File: config.mk
export PLATFORM = sky130hd
export DESIGN_NAME = button_debounce_click_counter_core
export DESIGN_NICKNAME = d
export VERILOG_FILES = /design/src/bdcc_pkg.sv /design/src/bdcc_track.sv /design/src/button_debounce_click_counter_core.sv
export SDC_FILE = /design/constraint.sdc
export NUM_CORES = 1
export LEC_CHECK = 0
export BUFFER_PORTS_ARGS = -buffer_cell sky130_fd_sc_hd__buf_2
export CORE_MARGIN = 1.5
export CORE_UTILIZATION = 61
export CTS_CLUSTER_SIZE = 24
export DETAILED_ROUTE_END_ITERATION = 7
export PLACE_DENSITY = 0.82
export SLEW_MARGIN = 10
export SYNTH_ARGS = -nofsm -noshare
export SYNTH_HDL_FRONTEND = slang
export SYNTH_SLANG_ARGS = --single-unit
File: constraint.sdc
create_clock -name clock -period 26.4 [get_ports clock]
set_input_delay 1.32 -clock clock [delete_from_list [all_inputs] [get_ports clock]]
set_output_delay 1.32 -clock clock [all_outputs]
set_load 0.005 [all_outputs]
File: src/bdcc_pkg.sv
`timescale 1ns / 1ps
// ---------------------------------------------------------------------------
// bdcc_pkg
// Shared types and constants of the button debounce and click counter.
// ---------------------------------------------------------------------------
package bdcc_pkg;

   localparam int TIME_W        = 32;
   localparam int CFG_W         = 16;
   localparam int RESULT_W      = 8;
   localparam int MAX_CLICKS_DF = 127;
   localparam int REQ_DATA_W    = 40;
   localparam int RSP_DATA_W    = 16;
   localparam int CSR_IDX_W     = 1;

   localparam logic [CFG_W-1:0] DEBOUNCE_RST = 16'd50;
   localparam logic [CFG_W-1:0] TIMEOUT_RST  = 16'd250;

   typedef enum logic [CSR_IDX_W-1:0] {
      CSR_DEBOUNCE_MS = 1'b0,
      CSR_TIMEOUT_MS  = 1'b1
   } csr_idx_type;

   typedef struct packed {
      logic [CFG_W-1:0] click_timeout_ms;
      logic [CFG_W-1:0] debounce_ms;
   } cfg_type;

   typedef struct packed {
      logic [TIME_W-1:0] now_ms;
      logic              pin_level;
   } req_type;

   typedef struct packed {
      logic signed [RESULT_W-1:0] click_result;
      logic                       level_changed;
      logic                       debounced_level;
   } rsp_type;

endpackage

File: src/bdcc_track.sv
`timescale 1ns / 1ps
// ---------------------------------------------------------------------------
// bdcc_track
// Debounce and click tracking state with its single-pass next-state logic.
// ---------------------------------------------------------------------------
module bdcc_track #(
   parameter int MAX_CLICKS = bdcc_pkg::MAX_CLICKS_DF
) (
   input  logic              clock,
   input  logic              reset,
   input  logic              advance,
   input  bdcc_pkg::req_type item,
   input  bdcc_pkg::cfg_type cfg,
   output bdcc_pkg::rsp_type result
);
   import bdcc_pkg::*;

   localparam int CNT_W = $clog2(MAX_CLICKS + 1);
   localparam logic [CNT_W-1:0] CNT_MAX = CNT_W'(MAX_CLICKS);

   logic                stable_ff,  stable_in;
   logic                raw_ff,     raw_in;
   logic [TIME_W-1:0]   edge_ff,    edge_in;
   logic [TIME_W-1:0]   press_ff,   press_in;
   logic [CNT_W-1:0]    count_ff,   count_in;
   logic [RESULT_W-1:0] report_ff,  report_in;

   logic                changed;
   logic                frozen;
   logic                press;
   logic [CNT_W-1:0]    count_pre;
   logic [TIME_W-1:0]   since_edge;
   logic [TIME_W-1:0]   since_press;
   logic [RESULT_W-1:0] count_ext;

   always_comb begin
      raw_in     = item.pin_level;
      edge_in    = (raw_ff != item.pin_level) ? item.now_ms : edge_ff;
      since_edge = item.now_ms - edge_in;
      changed    = (since_edge >= TIME_W'(cfg.debounce_ms)) && (stable_ff != item.pin_level);
      stable_in  = changed ? item.pin_level : stable_ff;

      press      = stable_in && changed;
      frozen     = stable_in && !changed && report_ff[RESULT_W-1];
      press_in   = press ? item.now_ms : press_ff;
      count_pre  = (press && (count_ff < CNT_MAX)) ? count_ff + CNT_W'(1) : count_ff;

      since_press = item.now_ms - press_in;
      count_ext   = RESULT_W'(count_pre);
      report_in   = report_ff;
      count_in    = count_pre;
      if (!frozen) begin
         report_in = '0;
         if ((count_pre != '0) && (since_press > TIME_W'(cfg.click_timeout_ms))) begin
            report_in = stable_in ? -count_ext : count_ext;
            count_in  = '0;
         end
      end
   end

   always_ff @(posedge clock) begin
      if (reset) begin
         stable_ff <= 1'b0;
         raw_ff    <= 1'b0;
         edge_ff   <= '0;
         press_ff  <= '0;
         count_ff  <= '0;
         report_ff <= '0;
      end else if (advance) begin
         stable_ff <= stable_in;
         raw_ff    <= raw_in;
         edge_ff   <= edge_in;
         press_ff  <= press_in;
         count_ff  <= count_in;
         report_ff <= report_in;
      end
   end

   assign result.debounced_level = stable_in;
   assign result.level_changed   = changed;
   assign result.click_result    = report_in;

endmodule

File: src/button_debounce_click_counter_core.sv
`timescale 1ns / 1ps
// ---------------------------------------------------------------------------
// button_debounce_click_counter_core
// Debounces a sampled button pin and reports multi-click and hold events.
// ---------------------------------------------------------------------------
// Each sample transaction (pin level plus millisecond timestamp) yields one
// result transaction: debounced level, a level-change flag and the click
// report (0 none, +n clicks after release, -n clicks while still held).
// Throughput is one sample per clock while the receiver takes results; a sample
// passes the input register, the combinational tracking logic and the result register.
// The CSR port sets debounce_ms (index 0) and click_timeout_ms (index 1); the user must
// write it only while no sample is in flight, as the block itself does not enforce this.
module button_debounce_click_counter_core #(
   parameter int MAX_CLICKS = bdcc_pkg::MAX_CLICKS_DF
) (
   input  logic                                clock,
   input  logic                                reset,
   input  logic                                req_tvalid,
   output logic                                req_tready,
   // [0] pin_level, [32:1] now_ms, [39:33] zero
   input  logic [bdcc_pkg::REQ_DATA_W-1:0]     req_tdata,
   output logic                                rsp_tvalid,
   input  logic                                rsp_tready,
   // [0] debounced_level, [1] level_changed, [9:2] click_result, [15:10] zero
   output logic [bdcc_pkg::RSP_DATA_W-1:0]     rsp_tdata,
   input  logic                                csr_wr_en,
   input  logic [bdcc_pkg::CSR_IDX_W-1:0]      csr_index,
   input  logic [bdcc_pkg::CFG_W-1:0]          csr_wdata
);
   import bdcc_pkg::*;

   localparam int REQ_BITS = $bits(req_type);
   localparam int RSP_BITS = $bits(rsp_type);

   logic    stage_vld_ff, stage_vld_in;
   req_type stage_ff;
   logic    rsp_vld_ff,   rsp_vld_in;
   rsp_type rsp_ff;
   cfg_type cfg_ff;
   rsp_type result;
   logic    advance;
   logic    take;

   assign advance      = stage_vld_ff && (!rsp_vld_ff || rsp_tready);
   assign req_tready   = !stage_vld_ff || advance;
   assign take         = req_tvalid && req_tready;
   assign stage_vld_in = take || (stage_vld_ff && !advance);
   assign rsp_vld_in   = advance || (rsp_vld_ff && !rsp_tready);

   always_ff @(posedge clock) begin
      if (reset) begin
         stage_vld_ff <= 1'b0;
         rsp_vld_ff   <= 1'b0;
      end else begin
         stage_vld_ff <= stage_vld_in;
         rsp_vld_ff   <= rsp_vld_in;
      end
   end

   always_ff @(posedge clock) begin
      if (take) begin
         stage_ff <= req_type'(req_tdata[REQ_BITS-1:0]);
      end
      if (advance) begin
         rsp_ff <= result;
      end
   end

   always_ff @(posedge clock) begin
      if (reset) begin
         cfg_ff.debounce_ms      <= DEBOUNCE_RST;
         cfg_ff.click_timeout_ms <= TIMEOUT_RST;
      end else if (csr_wr_en) begin
         case (csr_idx_type'(csr_index))
            CSR_DEBOUNCE_MS: cfg_ff.debounce_ms      <= csr_wdata;
            CSR_TIMEOUT_MS:  cfg_ff.click_timeout_ms <= csr_wdata;
            default: ;
         endcase
      end
   end

   bdcc_track #(
      .MAX_CLICKS(MAX_CLICKS)
   ) u_track (
      .clock   (clock),
      .reset   (reset),
      .advance (advance),
      .item    (stage_ff),
      .cfg     (cfg_ff),
      .result  (result)
   );

   assign rsp_tvalid = rsp_vld_ff;
   assign rsp_tdata  = {{(RSP_DATA_W-RSP_BITS){1'b0}}, rsp_ff};

endmodule

# After elaboration in Yosys (flattened, before gate mapping)

Index checks and enable logic that the tools add are counted.

Add/subtract/negate cells: 4
Order comparisons: 3
Eq/ne operators: 2
Multiplexer cells: 9
Bitwise logic cells: 1
Reduce and logical (&&, ||, !) cells: 22

Operator list:

| operator                                          | count |
|---|---|
| 2-to-1 mux 32 bit                                 | 2 |
| subtractor 32 bit                                 | 2 |
| >= comparator 32 x 16 -> 1 bit                    | 1 |
| greater-than comparator 32 x 16 -> 1 bit          | 1 |
| 2-to-1 mux 8 bit                                  | 3 |
| 2-to-1 mux 7 bit                                  | 3 |
| logical AND 1 bit                                 | 10 |
| negator 7 -> 8 bit                                | 1 |
| adder 7 x 1 -> 7 bit, second input constant       | 1 |
| less-than comparator 7 bit, second input constant | 1 |
| nonzero test 7 bit                                | 1 |
| zero test 1 bit                                   | 5 |
| logical OR 1 bit                                  | 4 |
| AND reduction 2 bit                               | 2 |
| inequality test 1 bit                             | 2 |
| 2-to-1 mux 1 bit                                  | 1 |
| inverter 1 bit                                    | 1 |

Register bits: 158
Bits of input ports: 62
Output and inout port bits: 18
Logic and storage cells: 56

# Longest topological paths before layout

Depth in word-level cells: 13
Gate-level depth with buffers: 58
Gate-level depth less buffers: 53

# By module

Synthesis repeated with hierarchy kept, for this count alone.

Cell total of the unflattened synthesis: 1,488
Area total of the unflattened synthesis: 12,245.5 µm²

Modules (own cells, without submodules):

| module                             | times used | cells an instance | area each (µm²) | sequential area each (µm²) |
|---|---|---|---|---|
| bdcc_track                         | 1          | 1,301             | 9,484.1         | 1,621.6 |
| button_debounce_click_counter_core | 1          | 187               | 2,761.4         | 1,971.9 |

# Worst setup path before layout

No wires, ideal clock.

Path kind: register to register
Start: reg stage_ff[0] (netlist name)
End: reg rsp_ff, in the netlist rsp_tdata[3], data pin
Setup time: 270 ps
Data arrival time: 10,568 ps
Required time: 26,130 ps
Setup slack: 15,562 ps
Stages on the path, launching flop included: 50
Path buffers: 9
Clock period less this slack: 10,838 ps
Cells stage by stage: edfxtp_1 buf_2 xor2_1 buf_2 buf_2 buf_1 buf_1 mux2i_1 ha_1 clkbuf_1 a21oi_1 o21a_1 o21ai_0 or4_1 mux2i_1 nor3_1 a2111oi_2 nand2_1 [14 not listed] o21ai_0 a31oi_1 o21ai_0 xnor2_1 ha_1 nand4_1 or2_2 nor4_1 nor3_1 a2111oi_0 o31ai_1 nor3_1 nand3_1 a211oi_1 nand4_1 nor4_4 buf_4 o41ai_1

RTL lines:

| what                     | line                                     | source |
|---|---|---|
| start: declaration       | button_debounce_click_counter_core.sv:36 | `req_type stage_ff;` |
| start signal: assignment | button_debounce_click_counter_core.sv:62 | `stage_ff <= req_type'(req_tdata[REQ_BITS-1:0]);` |
| end signal: assignment   | button_debounce_click_counter_core.sv:65 | `rsp_ff <= result;` |
| end: declaration         | button_debounce_click_counter_core.sv:38 | `rsp_type rsp_ff;` |

==> flow_summary.toml <==
[outcome]
run_status = "complete, no violations"

[timing]
fin_skew_ns = 0.01674
setup_viol = 0
finalCritPeriodShare_pct = 46.76
tightest_slew_ns = 1.235
holdWs_ns = 0.4523
period_needed_ns = 12.34
setup_ws_ns = 14.06
hold_viol = 0
relSlewSlack_pct = 17.50
drv_slew = 0
fmax_ghz = 0.08101
fin_setup_tns_ns = 0
rsz0062_at_grt = "false"

[clock_tree]
cts_tree = "yes"
cts.sinks = 158
cts_hold_buffers = 0
cts_made_buffers = 17
insertion_delay_ns = 0.44
clk_pin_slew_ns = 0.07
cts_setup_buffers = 0
cts_resized = 0
clock-root-buffer = "clkbuf_16"
h-tree-depth = 4
clock_path_buffers = 2

[power]
power_leakage_uw = 0.005095
p_per_area_mw_per_mm2 = 61.24
ir_worst_vdd_uv = 46.84

[cells_and_area]
drive_above_1_share_pct = 8.223
antenna_cells = 0
area_delta_synth_final_pct = 8.224
final_common_cell = "nand2_1"
finalNetCount = 1641
stdcell_area_mm2 = 0.01284
layout_common_cells = "203 x nand2_1, 134 x nor2_1, 126 x a21oi_1"

[setup_path]
path_class = "register to register"
critPathBufInv = 2
path_depth = 48
cpMaxStageDelayCell = "nor4_4"
max_stage_delay_ns = 0.95
rr_worst_depth = 48
reg2reg_from = "stage_ff[0]"
worstSetupStartpoint = "stage_ff[0]"
arrival_ns = 12.48
crit_fanout = 35
cp_top_family = "compound AO/OA/AOI/OAI gates"
critical_path.endpoint_type = "register"
r2r_end = "rsp_tdata[7]"
worstSetupStartpointType = "register"
worst-r2r-setup-slack_ns = 14.06
endpoint = "rsp_tdata[7]"
required_ns = 26.54

[grt]
grt_pass1_wl_mm = 50.95
grt_overflow_total = 0
grt_max_degree = 73
antenna_found_initial = 0
grt_use_total_pct = 31.68
grt_pass1_vias = 10180

[yosys]
synthesis.area_mm2 = 0.01187
synthCells = 1485
yosys_warnings = 0
synth_ff_type = "dfxtp_1"
seq_area_frac_synth_pct = 30.28
async_flop_share_pct = 0
synth.avg_cell_area_um2 = 7.991
synth_edf_count = 43
yosys.cell_types.count = 81
ys_seq_elements = 158

[route]
ant_nets = 0
vias = 11100
drt-initial-drc-count = 902
drc = 0
wl_mm = 31.44
first_pass_iters = 7
routedWlPerCell_um = 17.78
via_per_inst = 6.278

[placement]
placed_area_mm2 = 0.01225
dpl_worst_slack_ns = 14.23
dpl.hpwl_mm = 23.45
numPortBuffers = 66
gp_congestion = 0.9340

[floorplanning]
ios = 80
floorplan.initialDensity_pct = 62.81
coreArea_mm2 = 0.01889
die_y_um = 142.5
std_cell_rows = 50
die_width_um = 142.5
die-area_mm2 = 0.02030

[run]
maxCapViolations = 0

[hold_path]
hp-class = "register to register"
-- worst min-delay path: stages, from the launching register on --
cell	delay [ns]
dfxtp_1	0.31
nand2_1	0.05
o21ai_1	0.05
-- metrics by stage --
| step | power (uW) | std cells | util (%) |
|---|---|---|---|
| floorplan | 470.8 | 1490 | - |
| global placement | 524.0 | 1736 | 64.81 |
| detailed placement | 530.3 | 1736 | 64.81 |
| CTS | 784.8 | 1768 | 67.97 |
| global route | 829.0 | 1768 | 67.97 |
| finish | 786.5 | 1768 | 67.97 |
-- layer usage --
layer	up-vias	global-route usage [%]	share of wire, %	wire, um
li1	5418	-	-	-
met5	-	0	0	0
met4	0	12.86	3.0	944
met3	77	6.225	8.1	2562
met1	5155	41.66	43	13380
met2	450	51.05	46	14560
-- kinds of logic (layout without fill, tap and decap cells) --
group	count (synthesis)	after routing	synth area share, %
AND/OR/NAND/NOR	530	530	20.89
AO/OA/AOI/OAI	442	442	24.99
flip-flops	158	158	30.28
buffers and inverters	143	161	4.850
adder cells (fa/ha/maj)	86	86	9.089
XOR/XNOR	71	71	5.304
multiplexers	54	54	4.566
other	1	6	0.03160
-- state kept, by name (all words and copies together), names as in the netlist --
name,flops
stage_ff,33
cfg_ff,32
u_track.edge_ff,32
u_track.press_ff,32
rsp_tdata,10
u_track.report_ff,8
u_track.count_ff,7
rsp_tvalid,1
stage_vld_ff,1
u_track.raw_ff,1
u_track.stable_ff,1
-- cells in the mapped netlist (41+ instances only) --
cell type | instances | area [um^2]
nand2_1 | 203 | 762.0
nor2_1 | 134 | 503.0
a21oi_1 | 126 | 630.6
dfxtp_1 | 115 | 2302
ha_1 | 83 | 1039
clkbuf_1 | 65 | 244.0
a211oi_1 | 61 | 457.9
inv_1 | 58 | 217.7
o21ai_0 | 57 | 285.3
mux2i_1 | 53 | 530.5
edfxtp_1 | 43 | 1291
xnor2_1 | 41 | 359.1
-- report_power, final --
part | switching [uW] | leakage [uW] | internal (uW)
Combinational | 155 | 0.00344 | 100
Clock | 110 | 0.000291 | 145
Sequential | 12.8 | 0.00136 | 263
-- area by class of cell --
cell class	count	area [um^2]
clock buffers	19	446.7
clock inverters	13	150.1
fillers	1574	6051
inverters	58	219.0
multi-input cells	1189	7737
flip-flops and latches	158	3593
well taps	260	325.3
repair buffers	71	370.4
-- how the worst min path moves through the flow --
| stage | end | from | depth (start not counted) |
|---|---|---|---|
| 2_1_floorplan | u_track.report_ff[3] | u_track.report_ff[3] | 2 |
| 3_3_place_gp | u_track.report_ff[5] | u_track.report_ff[5] | 2 |
| 3_5_place_dp | u_track.report_ff[5] | u_track.report_ff[5] | 2 |
| 4_1_cts | u_track.report_ff[5] | u_track.report_ff[5] | 2 |
| 5_1_grt | cfg_ff[7] | cfg_ff[7] | 2 |
| 6_report | u_track.report_ff[5] | u_track.report_ff[5] | 2 |
Note: power is estimated with default switching activity, not from simulation.
